--- src/hdl/pderm_pkg.sv ---
`default_nettype none

package pderm_pkg;

  localparam int SLOTS_DEFAULT = 8;

  localparam int CMD_W     = 2;
  localparam int ADDR_W    = 8;
  localparam int TIME_W    = 32;
  localparam int STATUS_W  = 2;
  localparam int FIGURE_W  = 32;
  localparam int CFG_W     = 16;
  localparam int CFG_IDX_W = 1;
  localparam int COUNT_W   = 16;

  // Rate is count * 1000 / elapsed; the scaled count fits in this many bits.
  localparam int RATE_SCALE   = 1000;
  localparam int SCALE_W      = 10;
  localparam int NUMERATOR_W  = COUNT_W + SCALE_W;

  localparam logic [CFG_W-1:0] THRESHOLD_RESET = 16'd50;
  localparam logic [CFG_W-1:0] WINDOW_RESET    = 16'd1000;

  localparam logic [CFG_IDX_W-1:0] CFG_THRESHOLD = 1'd0;
  localparam logic [CFG_IDX_W-1:0] CFG_WINDOW    = 1'd1;

  typedef enum logic [CMD_W-1:0] {
    CMD_ATTACH = 2'd0,
    CMD_REPORT = 2'd1,
    CMD_DETACH = 2'd2,
    CMD_READ   = 2'd3
  } cmd_t;

  typedef enum logic [STATUS_W-1:0] {
    ST_OK        = 2'd0,
    ST_NOT_FOUND = 2'd1,
    ST_NO_SLOT   = 2'd2
  } status_t;

  // Commands from the controller to the datapath.
  typedef struct packed {
    logic capture;
    logic find;
    logic exec;
    logic close;
    logic load_out;
  } ctrl_cmd_t;

  // Status from the datapath back to the controller.
  typedef struct packed {
    logic needs_div;
    logic div_done;
  } dp_stat_t;

endpackage

`default_nettype wire

--- src/hdl/pderm_div.sv ---
`default_nettype none

module pderm_div #(
  parameter int NUM_W = 26,
  parameter int DEN_W = 32
) (
  input  wire logic             clk,
  input  wire logic             rst,
  input  wire logic             start,
  input  wire logic [NUM_W-1:0] numerator,
  input  wire logic [DEN_W-1:0] denominator,
  output logic      [NUM_W-1:0] quotient,
  output logic                  done
);

  localparam int CNT_W = $clog2(NUM_W + 1);

  logic [DEN_W-1:0] rem;
  logic [DEN_W-1:0] den;
  logic [NUM_W-1:0] num;
  logic [CNT_W-1:0] cnt;
  logic             busy;
  logic [DEN_W:0]   trial;
  logic             fits;

  // One restoring step per cycle, most significant numerator bit first.
  assign trial = {rem, num[NUM_W-1]};
  assign fits  = trial >= {1'b0, den};

  always_ff @(posedge clk) begin
    if (rst) begin
      busy <= 1'b0;
      done <= 1'b0;
    end else if (start) begin
      busy     <= 1'b1;
      done     <= 1'b0;
      rem      <= '0;
      den      <= denominator;
      num      <= numerator;
      quotient <= '0;
      cnt      <= CNT_W'(NUM_W);
    end else if (busy) begin
      rem      <= fits ? DEN_W'(trial - {1'b0, den}) : trial[DEN_W-1:0];
      quotient <= {quotient[NUM_W-2:0], fits};
      num      <= {num[NUM_W-2:0], 1'b0};
      cnt      <= cnt - 1'b1;
      if (cnt == CNT_W'(1)) begin
        busy <= 1'b0;
        done <= 1'b1;
      end
    end
  end

endmodule

`default_nettype wire

--- src/hdl/pderm_dp.sv ---
`default_nettype none

module pderm_dp #(
  parameter int SLOTS = pderm_pkg::SLOTS_DEFAULT
) (
  input  wire logic                               clk,
  input  wire logic                               rst,
  input  wire pderm_pkg::ctrl_cmd_t               cmd,
  output pderm_pkg::dp_stat_t                     stat,
  input  wire logic [pderm_pkg::CMD_W-1:0]        command,
  input  wire logic [pderm_pkg::ADDR_W-1:0]       device_address,
  input  wire logic [pderm_pkg::TIME_W-1:0]       timestamp_ms,
  input  wire logic                               cfg_write,
  input  wire logic [pderm_pkg::CFG_IDX_W-1:0]    cfg_index,
  input  wire logic [pderm_pkg::CFG_W-1:0]        cfg_data,
  output logic      [pderm_pkg::STATUS_W-1:0]     status,
  output logic      [pderm_pkg::FIGURE_W-1:0]     rate_hz,
  output logic      [pderm_pkg::FIGURE_W-1:0]     peak_hz,
  output logic      [pderm_pkg::FIGURE_W-1:0]     total_events,
  output logic                                    spammy,
  output logic                                    window_closed,
  output logic                                    alert
);

  localparam int IDX_W = (SLOTS > 1) ? $clog2(SLOTS) : 1;
  localparam int FW    = pderm_pkg::FIGURE_W;
  localparam int NW    = pderm_pkg::NUMERATOR_W;

  // Configuration.
  logic [pderm_pkg::CFG_W-1:0] threshold;
  logic [pderm_pkg::CFG_W-1:0] window_len;

  // Slot table.
  logic [SLOTS-1:0]                in_use;
  logic [pderm_pkg::ADDR_W-1:0]    slot_addr  [SLOTS];
  logic [pderm_pkg::TIME_W-1:0]    win_start  [SLOTS];
  logic [pderm_pkg::COUNT_W-1:0]   win_count  [SLOTS];
  logic [FW-1:0]                   cur_rate   [SLOTS];
  logic [FW-1:0]                   peak       [SLOTS];
  logic [FW-1:0]                   ev_total   [SLOTS];

  // Item being worked on.
  pderm_pkg::cmd_t                 item_cmd;
  logic [pderm_pkg::ADDR_W-1:0]    item_addr;
  logic [pderm_pkg::TIME_W-1:0]    item_now;
  logic [IDX_W-1:0]                idx;
  logic                            hit;

  // Result waiting for the output register.
  pderm_pkg::status_t              pend_status;
  logic [FW-1:0]                   pend_rate;
  logic [FW-1:0]                   pend_peak;
  logic [FW-1:0]                   pend_total;
  logic                            pend_spammy;
  logic                            pend_closed;
  logic                            pend_alert;

  // Lowest matching slot and lowest free slot.
  logic [IDX_W-1:0] match_idx;
  logic [IDX_W-1:0] free_idx;
  logic             any_match;
  logic             any_free;

  always_comb begin
    match_idx = '0;
    free_idx  = '0;
    any_match = 1'b0;
    any_free  = 1'b0;
    for (int i = SLOTS - 1; i >= 0; i--) begin
      if (in_use[i] && slot_addr[i] == item_addr) begin
        match_idx = IDX_W'(i);
        any_match = 1'b1;
      end
      if (!in_use[i]) begin
        free_idx = IDX_W'(i);
        any_free = 1'b1;
      end
    end
  end

  // Report arithmetic on the selected slot.
  logic [pderm_pkg::CFG_W-1:0]   wl;
  logic [pderm_pkg::TIME_W-1:0]  elapsed;
  logic [pderm_pkg::COUNT_W-1:0] new_count;
  logic [FW-1:0]                 new_total;
  logic [NW-1:0]                 scaled;
  logic [NW-1:0]                 quotient;
  logic [FW-1:0]                 q_rate;
  logic                          q_above;
  logic                          div_start;
  logic                          needs_div;
  logic                          div_done;

  assign wl        = (window_len == '0) ? pderm_pkg::CFG_W'(1) : window_len;
  assign elapsed   = item_now - win_start[idx];
  assign new_count = (win_count[idx] == '1) ? win_count[idx] : win_count[idx] + 1'b1;
  assign new_total = ev_total[idx] + 1'b1;
  assign scaled    = NW'(new_count) * NW'(pderm_pkg::RATE_SCALE);
  assign q_rate    = FW'(quotient);
  assign q_above   = q_rate > FW'(threshold);

  assign needs_div = hit && item_cmd == pderm_pkg::CMD_REPORT
                     && elapsed >= pderm_pkg::TIME_W'(wl);
  assign div_start = cmd.exec && needs_div;
  assign stat      = {needs_div, div_done};

  pderm_div #(
    .NUM_W (NW),
    .DEN_W (pderm_pkg::TIME_W)
  ) u_div (
    .clk         (clk),
    .rst         (rst),
    .start       (div_start),
    .numerator   (scaled),
    .denominator (elapsed),
    .quotient    (quotient),
    .done        (div_done)
  );

  always_ff @(posedge clk) begin
    if (rst) begin
      threshold  <= pderm_pkg::THRESHOLD_RESET;
      window_len <= pderm_pkg::WINDOW_RESET;
    end else if (cfg_write) begin
      if (cfg_index == pderm_pkg::CFG_THRESHOLD) begin
        threshold <= cfg_data;
      end
      if (cfg_index == pderm_pkg::CFG_WINDOW) begin
        window_len <= cfg_data;
      end
    end
  end

  always_ff @(posedge clk) begin
    if (cmd.capture) begin
      item_cmd  <= pderm_pkg::cmd_t'(command);
      item_addr <= device_address;
      item_now  <= timestamp_ms;
    end
    if (cmd.find) begin
      if (item_cmd == pderm_pkg::CMD_ATTACH) begin
        idx <= free_idx;
        hit <= any_free;
      end else begin
        idx <= match_idx;
        hit <= any_match;
      end
    end
  end

  always_ff @(posedge clk) begin
    if (rst) begin
      in_use <= '0;
    end else if (cmd.exec) begin
      pend_closed <= 1'b0;
      pend_alert  <= 1'b0;
      pend_status <= pderm_pkg::ST_OK;
      pend_rate   <= cur_rate[idx];
      pend_peak   <= peak[idx];
      pend_total  <= ev_total[idx];
      pend_spammy <= cur_rate[idx] > FW'(threshold);
      if (!hit) begin
        pend_status <= (item_cmd == pderm_pkg::CMD_ATTACH) ? pderm_pkg::ST_NO_SLOT
                                                          : pderm_pkg::ST_NOT_FOUND;
        pend_rate   <= '0;
        pend_peak   <= '0;
        pend_total  <= '0;
        pend_spammy <= 1'b0;
      end else begin
        unique case (item_cmd)
          pderm_pkg::CMD_ATTACH: begin
            in_use[idx]    <= 1'b1;
            slot_addr[idx] <= item_addr;
            win_start[idx] <= item_now;
            win_count[idx] <= '0;
            cur_rate[idx]  <= '0;
            peak[idx]      <= '0;
            ev_total[idx]  <= '0;
            pend_rate      <= '0;
            pend_peak      <= '0;
            pend_total     <= '0;
            pend_spammy    <= 1'b0;
          end
          pderm_pkg::CMD_REPORT: begin
            ev_total[idx] <= new_total;
            pend_total    <= new_total;
            if (needs_div) begin
              win_count[idx] <= '0;
              win_start[idx] <= item_now;
            end else begin
              win_count[idx] <= new_count;
            end
          end
          pderm_pkg::CMD_DETACH: begin
            in_use[idx] <= 1'b0;
          end
          pderm_pkg::CMD_READ: begin
          end
        endcase
      end
    end else if (cmd.close) begin
      // The divider has the new rate: store it and finish the result.
      cur_rate[idx] <= q_rate;
      if (q_rate > peak[idx]) begin
        peak[idx] <= q_rate;
        pend_peak <= q_rate;
      end else begin
        pend_peak <= peak[idx];
      end
      pend_rate   <= q_rate;
      pend_spammy <= q_above;
      pend_alert  <= q_above;
      pend_closed <= 1'b1;
    end
  end

  always_ff @(posedge clk) begin
    if (cmd.load_out) begin
      status        <= pend_status;
      rate_hz       <= pend_rate;
      peak_hz       <= pend_peak;
      total_events  <= pend_total;
      spammy        <= pend_spammy;
      window_closed <= pend_closed;
      alert         <= pend_alert;
    end
  end

endmodule

`default_nettype wire

--- src/hdl/pderm_ctrl.sv ---
`default_nettype none

module pderm_ctrl (
  input  wire logic                 clk,
  input  wire logic                 rst,
  input  wire logic                 in_valid,
  output logic                      in_ready,
  output logic                      out_valid,
  input  wire logic                 out_ready,
  output pderm_pkg::ctrl_cmd_t      cmd,
  input  wire pderm_pkg::dp_stat_t  stat
);

  typedef enum logic [4:0] {
    S_IDLE = 5'b00001,
    S_FIND = 5'b00010,
    S_EXEC = 5'b00100,
    S_DIV  = 5'b01000,
    S_DONE = 5'b10000
  } state_t;

  state_t state;
  state_t state_next;
  logic   out_free;

  assign out_free = !out_valid || out_ready;

  always_comb begin
    state_next   = state;
    cmd          = '0;
    in_ready     = 1'b0;
    unique case (state)
      S_IDLE: begin
        in_ready    = 1'b1;
        cmd.capture = in_valid;
        if (in_valid) begin
          state_next = S_FIND;
        end
      end
      S_FIND: begin
        cmd.find   = 1'b1;
        state_next = S_EXEC;
      end
      S_EXEC: begin
        cmd.exec   = 1'b1;
        state_next = stat.needs_div ? S_DIV : S_DONE;
      end
      S_DIV: begin
        cmd.close = stat.div_done;
        if (stat.div_done) begin
          state_next = S_DONE;
        end
      end
      S_DONE: begin
        cmd.load_out = out_free;
        if (out_free) begin
          state_next = S_IDLE;
        end
      end
      default: begin
        state_next = S_IDLE;
      end
    endcase
  end

  always_ff @(posedge clk) begin
    if (rst) begin
      state     <= S_IDLE;
      out_valid <= 1'b0;
    end else begin
      state <= state_next;
      if (cmd.load_out) begin
        out_valid <= 1'b1;
      end else if (out_ready) begin
        out_valid <= 1'b0;
      end
    end
  end

endmodule

`default_nettype wire

--- src/hdl/per_device_event_rate_monitor.sv ---
// Each item passes through capture, slot lookup and execution before the output
// register takes its result; a window-closing report also waits out a 26-step
// restoring divider pass. The next item is taken in only once the result is handed off.
// Reset (rst, synchronous, active high) frees every slot, empties the output register
// and loads the threshold with 50 Hz and the window length with 1000 ms.
`default_nettype none

module per_device_event_rate_monitor #(
  parameter int SLOTS = pderm_pkg::SLOTS_DEFAULT
) (
  input  wire logic                             clk,
  input  wire logic                             rst,
  // Input item channel.
  input  wire logic                             in_valid,
  output logic                                  in_ready,
  input  wire logic [pderm_pkg::CMD_W-1:0]      command,
  input  wire logic [pderm_pkg::ADDR_W-1:0]     device_address,
  input  wire logic [pderm_pkg::TIME_W-1:0]     timestamp_ms,
  // Result channel.
  output logic                                  out_valid,
  input  wire logic                             out_ready,
  output logic      [pderm_pkg::STATUS_W-1:0]   status,
  output logic      [pderm_pkg::FIGURE_W-1:0]   rate_hz,
  output logic      [pderm_pkg::FIGURE_W-1:0]   peak_hz,
  output logic      [pderm_pkg::FIGURE_W-1:0]   total_events,
  output logic                                  spammy,
  output logic                                  window_closed,
  output logic                                  alert,
  // Configuration write channel.
  input  wire logic                             cfg_valid,
  output logic                                  cfg_ready,
  input  wire logic [pderm_pkg::CFG_IDX_W-1:0]  cfg_index,
  input  wire logic [pderm_pkg::CFG_W-1:0]      cfg_data
);

  // The controller walks each item through capture, slot lookup, execution,
  // an optional divide and the hand-off to the output register. The output
  // register holds a finished result while the next beat is already taken in.
  // Configuration writes are taken in every cycle; index 0 is the threshold and
  // index 1 the window length. Other fields of the slot table are not reset:
  // an attach writes every field of the slot it takes.

  pderm_pkg::ctrl_cmd_t cmd;
  pderm_pkg::dp_stat_t  stat;
  logic                 cfg_write;

  assign cfg_ready = 1'b1;
  assign cfg_write = cfg_valid && cfg_ready;

  pderm_ctrl u_ctrl (
    .clk       (clk),
    .rst       (rst),
    .in_valid  (in_valid),
    .in_ready  (in_ready),
    .out_valid (out_valid),
    .out_ready (out_ready),
    .cmd       (cmd),
    .stat      (stat)
  );

  pderm_dp #(
    .SLOTS (SLOTS)
  ) u_dp (
    .clk            (clk),
    .rst            (rst),
    .cmd            (cmd),
    .stat           (stat),
    .command        (command),
    .device_address (device_address),
    .timestamp_ms   (timestamp_ms),
    .cfg_write      (cfg_write),
    .cfg_index      (cfg_index),
    .cfg_data       (cfg_data),
    .status         (status),
    .rate_hz        (rate_hz),
    .peak_hz        (peak_hz),
    .total_events   (total_events),
    .spammy         (spammy),
    .window_closed  (window_closed),
    .alert          (alert)
  );

  // One item at a time: an accepted beat closes the input until it is done.
  a_one_at_a_time: assert property (@(posedge clk) disable iff (rst)
    in_valid && in_ready |=> !in_ready)
    else $error("input accepted while an item is in flight");

  // A failed command carries no figures.
  a_fail_zero: assert property (@(posedge clk) disable iff (rst)
    out_valid && status != pderm_pkg::ST_OK |->
      rate_hz == '0 && peak_hz == '0 && total_events == '0 && !spammy
      && !window_closed && !alert)
    else $error("failed command returned figures");

  // An alert only comes from a window that just closed above the threshold.
  a_alert_closed: assert property (@(posedge clk) disable iff (rst)
    out_valid && alert |-> window_closed && spammy && peak_hz >= rate_hz)
    else $error("alert without a closed window above threshold");

  // The peak never trails the stored rate.
  a_peak: assert property (@(posedge clk) disable iff (rst)
    out_valid |-> peak_hz >= rate_hz)
    else $error("peak rate below current rate");

endmodule

`default_nettype wire

--- config.mk ---
export PLATFORM = sky130hd
export DESIGN_NAME = per_device_event_rate_monitor
export DESIGN_NICKNAME = d
export VERILOG_FILES = /design/src/hdl/pderm_pkg.sv /design/src/hdl/pderm_div.sv /design/src/hdl/pderm_dp.sv /design/src/hdl/pderm_ctrl.sv /design/src/hdl/per_device_event_rate_monitor.sv
export SDC_FILE = /design/constraint.sdc
export NUM_CORES = 2
export LEC_CHECK = 0
export BUFFER_PORTS_ARGS = -buffer_cell sky130_fd_sc_hd__clkbuf_2
export CORE_MARGIN = 3
export CORE_UTILIZATION = 35
export CTS_CLUSTER_SIZE = 25
export DETAILED_ROUTE_END_ITERATION = 6
export SYNTH_ARGS = -nofsm -noshare
export SYNTH_HDL_FRONTEND = slang
export SYNTH_HIERARCHICAL = 1
export SYNTH_SLANG_ARGS = --single-unit
--- constraint.sdc ---
create_clock -name clk -period 16.85 [get_ports clk]
set_input_delay 4.2125 -clock clk [delete_from_list [all_inputs] [get_ports clk]]
set_output_delay 4.2125 -clock clk [all_outputs]
set_load 0.005 [all_outputs]
==> metrics.txt <==
H-tree Lvls 4; Post-CTS Setup Inserts 0; initial drt markers 2773; Crit Path Max Fanout slightly below 90; cts bufs inserted between 150 and 200; clk root buf clkbuf_16; DR vias/cell 5.15; post-CTS sizing 0; clock sink count 1516; gr ovfl total 0; WS Path Type reg2reg; Longest Clk Path Bufs 3; Worst Path Arrival 10.50 ns; asr flop ratio synth 0; P_leak 27.2 nW; Die ar. 0.199 mm^2; total power per unit cell area slightly above 100 mW/mm^2; Post-route DRC 0; Startpoint Class flip-flop; combinational power share 0.038; Tot GR Track Use 0.155; Critical Path Stages 26; placed instance count 6706; synthesized area per cell 16.4 um^2; FMAX 101 MHz; Filler cells approximately 17k; clock slew at reported path FFs 0.06 ns; setup_tns 0 ns; status finished clean; largest net degree at the start of global routing 114; max-slew violations 0; # rows 160; post-route ant nets 0; fin nets 4668; post-synthesis sequential area ratio 0.665; skew final about 0.06 ns; ys flop type edfxtp_1; die width 446 um; HP Class reg2reg; Yosys warnings 6; initial antenna violation count 6; FF-to-FF End u_dp/u_div/num[25]; Final min period roughly 9.9 ns; Layout area overhead 13.3%; Clock Power Share 0.436; EDFF count, synth between 1k and 1.5k; Clock Latency Late Sink 0.81 ns; Flop pwr share 0.525; HPWL after DPL 95.8 mm; num ports 168; delay-heaviest family, CP adder cells; final WL 154 mm; DR vias roughly 36k; maximum VDD drop 0.0000924 V; worst endpoint required time 17.41 ns; max-cap violations 0; setup violators final 0; Slew @ Worst Pin 1.16 ns; Starting Density 0.354; Syn Std Cell Area 0.0677 mm^2; CTS tree yes; net switching power 1.70 mW; 1st-pass router iterations 7; FF-to-FF path depth 26; period utilization 0.590; Post-Synthesis Cells 4140; Hold Buf Count CTS 0; unrepaired setup endpoints after global routing no; non-filler instance count after layout 6993; antenna fix cells 0; port bufs roughly 150; WL/cell 22.0 um; CP Capture Type flip-flop; Die Y 446 um; slowest CP cell dfxtp_4; first-pass GRT wire length 235 mm; count of cell types in the netlist 92; reg2reg setup slack ~6.9 ns; CP endpoint u_dp/u_div/num[25]; Switching Share 0.215; Buf+Inv Stages, Crit Path 5; relative slew slack 0.223; register bit total from synthesis between 1.5k and 2k; Final Wtd Congestion between 0.8 and 0.9; Int Power around 6.2 mW; endpoints failing hold 0; max incr delay on CP 0.82 ns; Core Area 0.191 mm^2; ratio of cells with drive above 1 in the final layout 0.198; vias in the first global route ~37k
[kinds of logic after synthesis]
logic type      share of synthesized area
other cells                      0.000111
flops                               0.665
buf+inv                            0.0260
mux                                 0.123
fa+ha+maj                          0.0521
xor+xnor                           0.0232
compound gates                     0.0485
simple gates                       0.0619
[power groups by stage]
stage               combinational, mW  clock (mW)  sequential [mW]
floorplan                       0.225           0             4.21
detailed placement              0.303           0             4.23
global route                    0.333        3.70             4.15
global placement                0.301           0             4.23
CTS                             0.305        3.55             4.15
finish                          0.303        3.45             4.15
[state kept, by name, indices dropped and copies added, names as in the netlist, 32 cells and up, named ones only]
signal / count
u_dp/win_start: 256
u_dp/u_div/rem: 32
u_dp/total_events: 32
u_dp/slot_addr: 64
u_dp/ev_total: 256
u_dp/item_now: 32
u_dp/cur_rate: 208
u_dp/pend_total: 32
u_dp/win_count: 128
u_dp/peak: 208
u_dp/u_div/den: 32
[worst register-to-register path, stage by stage (launching register included)]
cell	delay, ns
dfxtp_4	0.82
buf_12	0.60
buf_12	0.78
mux4_2	0.68
mux2_2	0.32
ha_1	0.29
nand3_1	0.14
or3_1	0.27
nand2_1	0.15
nor3_1	0.21
xor2_1	0.63
inv_1	0.22
ha_1	0.34
inv_1	0.05
fa_1	0.56
fa_1	0.44
fa_1	0.52
inv_1	0.05
ha_1	0.33
a2111oi_0	0.59
o31ai_1	0.24
o211a_1	0.28
or4_1	0.43
a31o_2	0.25
a21oi_1	0.17
xnor2_1	0.08
mux2_2	0.26
[synth_stat cells (all sizes together), types with 6 or more instances]
library cell     n  area share
a211oi          25      0.0028
a21o            58      0.0064
a21oi          135       0.010
a221oi           6     0.00078
a22o            16      0.0021
a22oi           15      0.0017
a31o             7     0.00091
a31oi            9     0.00083
and2            83      0.0077
and3            18      0.0017
and4             8      0.0011
buf             89      0.0087
clkbuf          99      0.0055
dfxtp           51       0.015
edfxtp        1465        0.65
fa              55       0.016
ha             194       0.036
inv            211       0.012
mux2            79       0.013
mux2i          152       0.022
mux4           264       0.088
nand2          170      0.0095
nand2b          17      0.0016
nand3           38      0.0028
nand3b          14      0.0016
nand4           36      0.0033
nor2           228       0.013
nor2b           67      0.0062
nor3            64      0.0061
nor3b            6     0.00067
nor4            19      0.0018
o211ai           9      0.0011
o21a            27      0.0030
o21ai           66      0.0050
o21ba            9      0.0013
o21bai          10      0.0011
o22ai           19      0.0018
o2bb2ai         26      0.0034
o31ai            9      0.0011
or2              7     0.00065
or3             12      0.0013
or4              8     0.00089
xnor2           89       0.012
xor2            90       0.012
[final cells by class]
type                            instances  area, um^2  area share
Inverter                              212         796      0.0104
Timing Repair Buffer                  229        1370      0.0179
Clock inverter                         91        1090      0.0142
Sequential cell                      1516       45000       0.587
Tap cell                             2511        3140      0.0410
Multi-Input combinational cell       2238       21100       0.276
Clock buffer                          196        4120      0.0537
[cell usage in the layout, fill, tap and decap left out, types with 16 or more instances in the layout]
cell type	n
nand4_1	36
o2bb2ai_1	26
a211oi_1	25
nand3_1	38
and2_1	82
inv_1	211
clkbuf_2	155
nor3_1	45
buf_4	72
a21oi_1	134
edfxtp_1	1465
clkbuf_16	158
nor2b_1	66
clkbuf_1	35
a21o_1	58
mux2_2	78
nor2_1	206
mux4_2	264
o21ai_0	60
mux2i_1	152
nor4_1	18
xor2_1	90
clkinv_2	20
dfxtp_1	48
nor3_2	19
ha_1	194
nand2b_1	17
clkinv_1	31
a22o_1	16
conb_1	16
o22ai_1	19
xnor2_1	89
nand2_1	168
and3_1	16
fa_1	55
o21a_1	19
[worst min path at each step]
| stage | end | cells past startpoint | slack [ns] | startpoint |
|---|---|---|---|---|
| floorplan | u_dp/alert | 0 | 0.40 | u_dp/pend_alert |
| global placement | u_dp/rate_hz[19] | 0 | 0.40 | u_dp/pend_rate[19] |
| detailed placement | u_dp/peak_hz[10] | 0 | 0.40 | u_dp/pend_peak[10] |
| CTS | u_dp/rate_hz[6] | 0 | 0.39 | u_dp/pend_rate[6] |
| global route | u_dp/rate_hz[6] | 0 | 0.39 | u_dp/pend_rate[6] |
| finish | u_dp/rate_hz[6] | 0 | 0.38 | u_dp/pend_rate[6] |
[metrics by stage]
stage	cell area, um^2	power [mW]	hold WS, ns	setup slack (ns)	utilization
finish	76700	7.91	0.378	6.91	0.401
global placement	71500	4.53	0.402	6.86	0.374
global route	76700	8.19	0.390	6.11	0.401
detailed placement	71500	4.54	0.405	6.75	0.374
CTS	76700	8.00	0.391	6.70	0.401
floorplan	67800	4.43	0.400	5.75	-
[layer usage]
layer	vias up	share of wire	GRT usage
met5	-	0.000084	0
met4	2	0.022	0.0422
met2	819	0.50	0.260
met1	18590	0.44	0.209
li1	16391	-	-
met3	195	0.043	0.0244
No activity file was read; power rests on OpenSTA's default activity.
